File: src/hw/rtl/pfb_pkg.sv
`timescale 1ns / 1ps
// ----------------------------------------------------------------------------
// pfb_pkg
// Shared types and constants of the polyphase FIR filter bank.
// ----------------------------------------------------------------------------
package pfb_pkg;

	localparam int OP_W        = 2;
	localparam int BANK_W      = 5;
	localparam int TAP_W       = 4;
	localparam int CFG_IDX_W   = 2;
	localparam int CFG_DATA_W  = 16;
	localparam int BANKS_REG_W = 6;
	localparam int TAPS_REG_W  = 5;
	localparam int SCALE_W     = 16;
	localparam int SCALE_FRAC  = 12;
	// holds any bank or tap count up to 511
	localparam int COUNT_W     = 9;

	localparam logic [BANKS_REG_W-1:0]   BANKS_RST = BANKS_REG_W'(32);
	localparam logic [TAPS_REG_W-1:0]    TAPS_RST  = TAPS_REG_W'(16);
	localparam logic signed [SCALE_W-1:0] SCALE_RST = SCALE_W'(4096);

	typedef enum logic [OP_W-1:0] {
		OP_WRITE_COEF = 2'd0,
		OP_PUSH       = 2'd1,
		OP_EXECUTE    = 2'd2
	} op_t;

	typedef enum logic [CFG_IDX_W-1:0] {
		CFG_BANKS = 2'd0,
		CFG_TAPS  = 2'd1,
		CFG_SCALE = 2'd2
	} cfg_idx_t;

	typedef enum logic [1:0] {
		CELL_HOLD   = 2'd0,
		CELL_SHIFT  = 2'd1,
		CELL_ROTATE = 2'd2
	} cell_mode_t;

	typedef struct packed {
		logic step;
		logic use_tap;
		logic last;
	} mac_ctrl_t;

endpackage

File: src/hw/rtl/pfb_cell.sv
`timescale 1ns / 1ps
// ----------------------------------------------------------------------------
// pfb_cell
// One sample slot of the window chain: holds, shifts in from the previous
// slot, or rotates in from the next slot.
// ----------------------------------------------------------------------------
module pfb_cell #(
	parameter int WIDTH = 16
) (
	input  logic                      clk,
	input  logic                      arst_n,
	input  pfb_pkg::cell_mode_t       mode,
	input  logic [WIDTH-1:0]          prev_data,
	input  logic [WIDTH-1:0]          next_data,
	output logic [WIDTH-1:0]          data
);
	import pfb_pkg::*;

	logic [WIDTH-1:0] data_q;

	always_ff @(posedge clk or negedge arst_n) begin
		if (!arst_n) begin
			data_q <= '0;
		end else begin
			unique case (mode)
				CELL_SHIFT:  data_q <= prev_data;
				CELL_ROTATE: data_q <= next_data;
				default:     data_q <= data_q;
			endcase
		end
	end

	assign data = data_q;

endmodule

File: config.mk
export PLATFORM = sky130hd
export DESIGN_NAME = pfb_cell
export DESIGN_NICKNAME = d
export VERILOG_FILES = /design/src/hw/rtl/pfb_pkg.sv /design/src/hw/rtl/pfb_cell.sv
export SDC_FILE = /design/constraint.sdc
export NUM_CORES = 1
export LEC_CHECK = 0
export ABC_AREA = 1
export ABC_CLOCK_PERIOD_IN_PS = 800
export BUFFER_PORTS_ARGS = -buffer_cell sky130_fd_sc_hd__clkbuf_2
export CAP_MARGIN = 20
export CORE_MARGIN = 5
export CORE_UTILIZATION = 43
export DETAILED_ROUTE_END_ITERATION = 8
export PLACE_DENSITY = 0.78
export SYNTH_ARGS = -nofsm -noshare
export SYNTH_HDL_FRONTEND = slang
export SYNTH_SLANG_ARGS = --single-unit
export TNS_END_PERCENT = 20
File: constraint.sdc
create_clock -name clk -period 0.8 [get_ports clk]
set_input_delay 0.04 -clock clk [delete_from_list [all_inputs] [get_ports clk]]
set_output_delay 0.04 -clock clk [all_outputs]
set_load 0.05 [all_outputs]
==> impl_metrics.yaml <==
sta:
  fin_crit_ns: 0.916
  relSlewSlack: 0.733
  timing.fmax_ghz: 1.09
  setup_viol_count_final: 16
  finClkSkew_ns: 0
  finalMaxSlewViolations: 0
  finalHoldViolCount: 0
  worstMarginPinSlew_ns: 0.401
  timing.final.crit_share: 1.15
  rsz0062_at_grt: "true"
  fin_ws_ns: -0.116
synthesis:
  syn_area_per_cell_sq_um: 6.71
  syn-cell-area_sq_um: 926
  ys_warn_count: 0
  synth-seq-cells: 16
  synth_cells: 138
  seq_area_frac_synth: 0.432
  synth_fp_nets: 175
  yosys.cell_types.count: 8
floorplan:
  die_area_sq_um: 3180
  die_h_microns: 56.4
  ioPinCount: 52
  core_area_sq_um: 2000
  die_w_microns: 56.4
  row_count: 16
  start_util: 0.463
routing:
  first_pass_iters: 4
  drt-total-wl_microns: 2500
  drc: 0
  ant_nets: 0
  routedWlPerCell_microns: 11.4
  vias: 1008
  initialDrtViolationCount: 21
  vias_per_cell: 4.60
power:
  p_int_uw: 1810
  powerDensity_nw_per_um2: 2020
  seqPwrFrac: 0.361
  power_frac_comb: 0.462
  total_leakage_power_uw: 0.000919
  sw_frac_of_total: 0.398
  switchingPower_uw: 1200
  vdd_drop_max_v: 0.00115
  clkPwrFrac: 0.177
setup_path:
  start_kind: "register"
  r2r_slack_ns: 0.14
  reg2reg_depth: 2
  critPathArrivalTime_ns: 0.88
  regToRegStartpoint: "data[15]"
  crit_chain: "buf_8"
  cp-end-kind: "primary output"
  required_ns: 0.76
  regToRegEndpoint: "data[15]"
  critical-path-max-stage-delay_ns: 0.43
  critical_path.slowest_cell: "dfrtp_1"
  path_buf_inv: 1
  cp_top_family: "flip-flops"
  worstPathMaxFanout: 2
  worstSetupPathType: "reg2out"
clock_tree:
  clockBufferDepth: 2
  clockRootBuffer: "clkbuf_4"
  cts_setup_buffers: 0
  clk_latency_ns: 0.28
  cts_buffers: 3
  clkTransAtPathRegs_ns: 0.09
  cts_sinks: 16
  cts-htree-levels: 1
  cts_tree: "built"
status:
  violations: "negative setup slack"
  status: "finished with violations"
layout:
  fin_area_sq_um: 1490
  mostFrequentLayoutCell: "nand2_1"
  final_nets: 230
  seqCellArea_sq_um: 405
  finalCoreUtilization: 0.742
  antenna_cells: 0
  layout-drive-gt1-share: 0.401
  fillers: 170
  largest_reg_flops: 16
  area_growth_syn_to_layout_pct: 60.4
  multi_input_area_sq_um: 395
  mostFrequentLayoutCells: "64 x nand2_1, 35 x clkbuf_2, 32 x inv_1"
grt:
  grtUsageTotal: 0.175
  grt_pass1_wl_microns: 4370
  grt_overflow: 0
  antenna_found_initial: 0
  grt_max_degree: 17
  first_global_vias: 995
min_path:
  min-delay-start: "prev_data[11]"
  hold-path-endpoint: "data[11]"
  min_path_type: "in2reg"
  hold-path-cell-count: 5
job:
  maxCapViolCount: 0
placement:
  gp_congestion: 0.817
  placed_area_sq_um: 1280
  hpwl_microns: 1850
  port-buffer-count: 51
-- how the worst max path moves through the flow --
stage,startpoint,endpoint,slack (ns),depth (start not counted)
6_report,data[15],data[15],-0.12,1
5_1_grt,data[15],data[15],-0.17,1
4_1_cts,data[15],data[15],-0.14,1
3_5_place_dp,mode[0],data[15],-0.08,6
3_3_place_gp,mode[0],data[2],-0.04,7
2_1_floorplan,data[12],data[12],-0.04,2
-- cell usage after synthesis --
cell type,instances,area [sq um]
nand2_1,64,240
buf_6,3,33.8
buf_4,3,22.5
inv_1,33,124
nand3_1,16,80.1
dfrtp_1,16,400
ha_1,1,12.5
inv_4,2,12.5
-- per-layer routing --
layer / vias to the layer above / part of all wire / track usage
met2: 45 / 0.47 / 0.287
met5: - / 0 / 0
met3: 4 / 0.090 / 0.0619
met4: 0 / 0.017 / 0.0847
met1: 458 / 0.42 / 0.200
li1: 501 / - / -
-- worst min-delay path, stage by stage --
cell and delay (ns):
clkbuf_2 0.08, inv_1 0.04, nand2_1 0.04, nand3_1 0.06
nand2_1 0.04
-- layout make-up --
cell class / count / area share
tap: 27 / 0.0227
sequential: 16 / 0.273
clock buffer: 4 / 0.0244
timing repair buffer: 56 / 0.315
inverter: 35 / 0.0986
multi-input combinational: 81 / 0.266
-- power groups by stage --
stage               Sequential (uW)  Combinational (uW)  Clock, uW
floorplan                      1510                 337          0
global placement               1040                1100          0
detailed placement             1040                1120          0
CTS                            1050                1330        552
global route                   1100                1470        594
finish                         1080                1390        530
-- what timing repair did --
action / in CTS / in global routing
endpoints found under the hold margin: 16 / 0
setup endpoints to repair: 16 / 16
gates cloned: 0 / 0
gates resized for setup: 32 / 16
hold buffers: 1 / 0
-- through the flow --
step	worst slack [ns]	cells	TNS, ns	power (uW)	hold WS, ns
after floorplan	-0.0356	138	-0.421	1850	-0.256
after global placement	-0.0450	214	-0.595	2140	-0.0202
after detailed placement	-0.0804	214	-0.853	2160	-0.0159
after CTS	-0.141	219	-2.01	2930	0.0373
after global routing	-0.167	219	-2.30	3170	0.0490
final	-0.116	219	-1.67	3000	0.0470
-- cells by family (layout without fill, tap and decap cells) --
| logic type | Yosys count | count (layout) | synth area share |
|---|---|---|---|
| AND/OR/NAND/NOR | 80 | 80 | 0.346 |
| flip-flops | 16 | 16 | 0.432 |
| buffers and inverters | 41 | 95 | 0.208 |
| adder cells (fa/ha/maj) | 1 | 1 | 0.0135 |
No activity file was read; power rests on OpenSTA's default activity.
