### src/hw/rtl/pfb_pkg.sv
`timescale 1ns / 1ps
// ----------------------------------------------------------------------------
// pfb_pkg
// Shared types and constants of the polyphase FIR filter bank.
// ----------------------------------------------------------------------------
package pfb_pkg;

	localparam int OP_W        = 2;
	localparam int BANK_W      = 5;
	localparam int TAP_W       = 4;
	localparam int CFG_IDX_W   = 2;
	localparam int CFG_DATA_W  = 16;
	localparam int BANKS_REG_W = 6;
	localparam int TAPS_REG_W  = 5;
	localparam int SCALE_W     = 16;
	localparam int SCALE_FRAC  = 12;
	// holds any bank or tap count up to 511
	localparam int COUNT_W     = 9;

	localparam logic [BANKS_REG_W-1:0]   BANKS_RST = BANKS_REG_W'(32);
	localparam logic [TAPS_REG_W-1:0]    TAPS_RST  = TAPS_REG_W'(16);
	localparam logic signed [SCALE_W-1:0] SCALE_RST = SCALE_W'(4096);

	typedef enum logic [OP_W-1:0] {
		OP_WRITE_COEF = 2'd0,
		OP_PUSH       = 2'd1,
		OP_EXECUTE    = 2'd2
	} op_t;

	typedef enum logic [CFG_IDX_W-1:0] {
		CFG_BANKS = 2'd0,
		CFG_TAPS  = 2'd1,
		CFG_SCALE = 2'd2
	} cfg_idx_t;

	typedef enum logic [1:0] {
		CELL_HOLD   = 2'd0,
		CELL_SHIFT  = 2'd1,
		CELL_ROTATE = 2'd2
	} cell_mode_t;

	typedef struct packed {
		logic step;
		logic use_tap;
		logic last;
	} mac_ctrl_t;

endpackage

### src/hw/rtl/pfb_mac.sv
`timescale 1ns / 1ps
// ----------------------------------------------------------------------------
// pfb_mac
// Multiply-accumulate over the taps, then Q15 rounding, output gain,
// rounding and saturation.
// ----------------------------------------------------------------------------
module pfb_mac #(
	parameter int SUB_TAPS   = 16,
	parameter int DATA_WIDTH = 16
) (
	input  logic                                  clk,
	input  logic                                  arst_n,
	input  logic                                  clear,
	input  logic                                  take,
	input  pfb_pkg::mac_ctrl_t                    ctrl,
	input  logic signed [DATA_WIDTH-1:0]          sample,
	input  logic signed [DATA_WIDTH-1:0]          coef,
	input  logic signed [pfb_pkg::SCALE_W-1:0]    scale,
	output logic                                  done,
	output logic signed [DATA_WIDTH-1:0]          result,
	output logic                                  sat
);
	import pfb_pkg::*;

	localparam int PROD_W = 2 * DATA_WIDTH;
	localparam int ACC_W  = PROD_W + $clog2(SUB_TAPS) + 1;
	localparam int FRAC   = DATA_WIDTH - 1;
	localparam int R1_W   = ACC_W + 1 - FRAC;
	localparam int M_W    = R1_W + SCALE_W;
	localparam int Y_W    = M_W + 1 - SCALE_FRAC;

	localparam logic signed [ACC_W:0] HALF1 = (ACC_W + 1)'(1) << (FRAC - 1);
	localparam logic signed [M_W:0]   HALF2 = (M_W + 1)'(1) << (SCALE_FRAC - 1);
	localparam logic signed [Y_W-1:0] Y_MAX =
		{{(Y_W - DATA_WIDTH + 1){1'b0}}, {(DATA_WIDTH - 1){1'b1}}};
	localparam logic signed [Y_W-1:0] Y_MIN =
		{{(Y_W - DATA_WIDTH + 1){1'b1}}, {(DATA_WIDTH - 1){1'b0}}};

	mac_ctrl_t                   ctrl_s1, ctrl_s2;
	logic signed [DATA_WIDTH-1:0] sample_s1;
	logic signed [PROD_W-1:0]    prod_s2;
	logic signed [ACC_W-1:0]     acc_q;
	logic                        done_s3;
	logic signed [R1_W-1:0]      r1_s4;
	logic                        v_s4;
	logic signed [M_W-1:0]       m_s5;
	logic                        v_s5;

	logic signed [ACC_W:0]       acc_rnd, acc_sh;
	logic signed [M_W:0]         m_rnd, m_sh;
	logic signed [Y_W-1:0]       y;

	always_ff @(posedge clk or negedge arst_n) begin
		if (!arst_n) begin
			ctrl_s1 <= '0;
			ctrl_s2 <= '0;
			done_s3 <= 1'b0;
			v_s4    <= 1'b0;
			v_s5    <= 1'b0;
		end else begin
			ctrl_s1 <= ctrl;
			ctrl_s2 <= ctrl_s1;
			done_s3 <= ctrl_s2.step && ctrl_s2.last;
			v_s4    <= done_s3;
			if (take) begin
				v_s5 <= 1'b0;
			end else if (v_s4) begin
				v_s5 <= 1'b1;
			end
		end
	end

	// coef arrives from the registered RAM read, aligned with sample_s1
	always_ff @(posedge clk) begin
		sample_s1 <= sample;
		prod_s2   <= coef * sample_s1;
		if (clear) begin
			acc_q <= '0;
		end else if (ctrl_s2.step && ctrl_s2.use_tap) begin
			acc_q <= acc_q + {{(ACC_W - PROD_W){prod_s2[PROD_W-1]}}, prod_s2};
		end
		if (done_s3) begin
			r1_s4 <= acc_sh[R1_W-1:0];
		end
		if (v_s4) begin
			m_s5 <= r1_s4 * scale;
		end
	end

	assign acc_rnd = $signed({acc_q[ACC_W-1], acc_q}) + HALF1;
	assign acc_sh  = acc_rnd >>> FRAC;
	assign m_rnd   = $signed({m_s5[M_W-1], m_s5}) + HALF2;
	assign m_sh    = m_rnd >>> SCALE_FRAC;
	assign y       = m_sh[Y_W-1:0];

	always_comb begin
		priority if (y > Y_MAX) begin
			result = {1'b0, {(DATA_WIDTH - 1){1'b1}}};
			sat    = 1'b1;
		end else if (y < Y_MIN) begin
			result = {1'b1, {(DATA_WIDTH - 1){1'b0}}};
			sat    = 1'b1;
		end else begin
			result = y[DATA_WIDTH-1:0];
			sat    = 1'b0;
		end
	end

	assign done = v_s5;

endmodule

### config.mk
export PLATFORM = sky130hd
export DESIGN_NAME = pfb_mac
export DESIGN_NICKNAME = d
export VERILOG_FILES = /design/src/hw/rtl/pfb_pkg.sv /design/src/hw/rtl/pfb_mac.sv
export SDC_FILE = /design/constraint.sdc
export NUM_CORES = 2
export LEC_CHECK = 0
export BUFFER_PORTS_ARGS = -buffer_cell sky130_fd_sc_hd__buf_2
export CAP_MARGIN = 40
export CORE_ASPECT_RATIO = 1.2
export CORE_MARGIN = 4
export CORE_UTILIZATION = 38
export DETAILED_ROUTE_END_ITERATION = 10
export PLACE_DENSITY = 0.59
export SLEW_MARGIN = 10
export SYNTH_ARGS = -nofsm -noshare
export SYNTH_HDL_FRONTEND = slang
export SYNTH_SLANG_ARGS = --single-unit
### constraint.sdc
create_clock -name clk -period 8.1 [get_ports clk]
set_clock_uncertainty 0.05 [all_clocks]
set_input_delay 1.215 -clock clk [delete_from_list [all_inputs] [get_ports clk]]
set_output_delay 1.215 -clock clk [all_outputs]
set_load 0.005 [all_outputs]
==> summary.txt <==
Floorplan
  • Full die area: 82820 um^2
  • Rows: 112
  • Io pins: 73
  • Die height: 314.5 um
  • Initial core utilization: 0.3831
  • Chip Width: 263.4 um
  • Core area: 77630 um^2

Detailed routing
  • Via count: 20986
  • Antenna viol nets, final: 0
  • Drt drc: 0
  • Vias per inst: 4.860
  • WL/cell: 16.07 um
  • DRT iter0 DRCs: 989
  • DRT Wirelength: 69.41 mm
  • Detailed Routing Iterations Pass 1: 5

Clock network
  • CTS H-tree lvls: 4
  • Post-CTS setup repair buffer count: 0
  • # resized after CTS: 0
  • Clock sink count: 145
  • Clock latency on the worst-skew pair: 480 ps
  • Max clock buf depth: 2
  • CTS Buf Count: 17
  • Root Buffer: clkbuf_16
  • Clock transition at the registers of the reported paths: 70 ps
  • CTS tree: yes
  • Hold buffers post-CTS: 0

Min path
  • Hold Path Cell Cnt: 0
  • Hold WC Path Type: register to register

Yosys
  • Avg Cell Area, Syn: 9.109 um^2
  • Synth top area cells: fa_1, inv_1, ha_1
  • Yosys top cell by area: fa_1
  • Cells after synthesis: 3265
  • Ys Warns: 0
  • Ys flop type: dfxtp_1
  • Share of the synthesized area in the top cell type: 0.4187
  • Cell with the most instances after synthesis: inv_1
  • Register area share after synthesis: 0.1163
  • Synthesized Nets: 4155
  • EDFF count, synth: 51
  • Unique cell type count in the Yosys netlist: 81
  • Post-synth top cells: inv_1, fa_1, nand2_1
  • Synth Cell Area: 29740 um^2
  • FF+latch count, synth: 145
  • Post-synth ARST share: 0.06207

Cells and area
  • Layout Area Growth over Synthesis: 6.883%
  • Reg area: 3458 um^2
  • Layout Nets: 4168
  • Layout cells sized above 1: 0.04923
  • Multi-input logic area: 23070 um^2
  • Fillers: 7817

Setup path
  • Worst-case reg-to-reg path depth: 23
  • Worst Setup Path Type: input pin to register
  • Critical Path Max Stage Delay: 570 ps
  • Crit. End Element: register
  • Critical-path top delay cell: fa_1
  • WP data arrival: 7550 ps
  • Worst EP required: 8330 ps
  • Top cell by count, worst path: fa_1
  • Crit start category: input pin
  • CP max FO: 13
  • CP cell instances: buf_2 -> clkinv_1 -> nor2_1 -> fa_1 -> fa_1 -> fa_1 -> fa_1 -> fa_1 -> inv_1 -> fa_1 -> inv_1 -> ha_1 -> o21ai_0 -> o21ai_0 -> o211ai_1 -> nand3b_1 -> nor2_1 -> o21ai_1 -> a211oi_2 -> o21ai_0 -> mux2_2 -> a221oi_1
  • Reg-to-reg setup timing slack: 1070 ps

Global route
  • Initial antenna violation count: 2
  • Number of global-route vias before repair: 23110
  • Largest net degree at the start of global routing: 39
  • Global-route wire length before repair: 118.4 mm
  • Remaining global-route overflow: 0
  • GRT Total Usage: 0.1778

Timing
  • Max-slew violations: 0
  • Count of final hold-check violations: 0
  • Fmax: 0.1366 GHz
  • Final setup vio count: 0
  • Total negative slack: 0 ps
  • Worst-margin pin slew: 816.2 ps
  • Post-route clock period utilization: 0.9041
  • Crit path time final: 7323 ps
  • RSZ-0062 raised after global routing: false
  • Slew headroom: 0.4529

Outcome
  • Status: completed

Place
  • Routability congestion estimate from global placement: 0.8394
  • DP Wirelength: 57.24 mm
  • IO buf count: 72

Run
  • Max Cap Violations: 0
[cell families (layout without fill, tap and decap cells)]
logic type      after synthesis  after routing  share of synthesized area
mux                           4              4                   0.001514
fa+ha+maj                   835            835                     0.5083
other cells                   0              1                          0
compound gates              295            295                    0.06319
buf+inv                     851            877                     0.1081
flops                       145            145                     0.1163
simple gates                998            998                     0.1623
xor+xnor                    137            137                    0.04035
[state kept, by name, summed over array words and instances (netlist names)]
register,cells
acc_q,37
m_s5,28
v_s4,1
r1_s4,23
ctrl_s1,3
prod_s2,32
done_s3,1
ctrl_s2,3
done,1
sample_s1,16
[per-layer routing]
metal / track usage / vias up / routed length (um)
met4: 0.06857 / 0 / 2779
met1: 0.2178 / 10581 / 28860
met5: 0 / - / 0
met2: 0.3196 / 420 / 35140
met3: 0.02337 / 130 / 2640
li1: - / 9855 / -
[worst max-delay path: cells and delay by family]
family / cells / cell delay (ps)
AO/OA/AOI/OAI: 7 / 1340
adder cells (fa/ha/maj): 7 / 3440
multiplexers: 1 / 280
AND/OR/NAND/NOR: 3 / 610
buffers and inverters: 4 / 660
[worst paths after layout]
check / endpoint / startpoint
max reg2reg: m_s5[36]$_DFFE_PP_ / r1_s4[13]$_DFFE_PP_
min: ctrl_s2[0]$_DFF_PN0_ / ctrl_s1[0]$_DFF_PN0_
min reg2reg: ctrl_s2[0]$_DFF_PN0_ / ctrl_s1[0]$_DFF_PN0_
max: m_s5[36]$_DFFE_PP_ / scale[15]
min in group asynchronous: ctrl_s1[1]$_DFF_PN0_ / arst_n
max in group asynchronous: done_s3$_DFF_PN0_ / arst_n
[layout make-up]
type                       count  area share
timing repair buffer         104     0.01952
clock buffer                  17     0.01338
tap                         1026     0.04039
inverter                     741     0.08750
antenna                        1  0.00007872
multi-input combinational   2269      0.7257
clock inverter                15    0.004645
sequential                   145      0.1088
[metrics by stage]
stage	setup slack [ps]	instance area (um^2)	utilization	cells	hold slack (ps)
after floorplan	921.4	29740	-	3265	281.2
after global placement	354.4	31180	0.4017	4284	286.1
after detailed placement	256.4	31210	0.4020	4285	301.0
after CTS	752.0	31780	0.4094	4317	316.1
after global routing	211.4	31790	0.4094	4318	327.7
final	776.8	31790	0.4094	4318	315.1
[cell usage in the layout, fill, tap and decap left out, drive strengths merged, types with 15 or more instances in the layout]
cell type,netlist,routed
nor2,96,96
o21bai,15,15
a21oi,107,107
o21ai,56,56
dfxtp,85,85
nand2,474,474
buf,8,104
nand2b,24,24
nand4,19,19
nand3,51,51
nor2b,23,23
a21o,41,41
fa,622,622
edfxtp,51,51
o21a,16,16
clkbuf,102,17
ha,213,213
and2,242,242
xor2,50,50
xnor2,87,87
inv,740,749
nor3,23,23
Power is not shown: default switching activity piles up to over one toggle a cycle in this logic, so the estimate is an artifact.
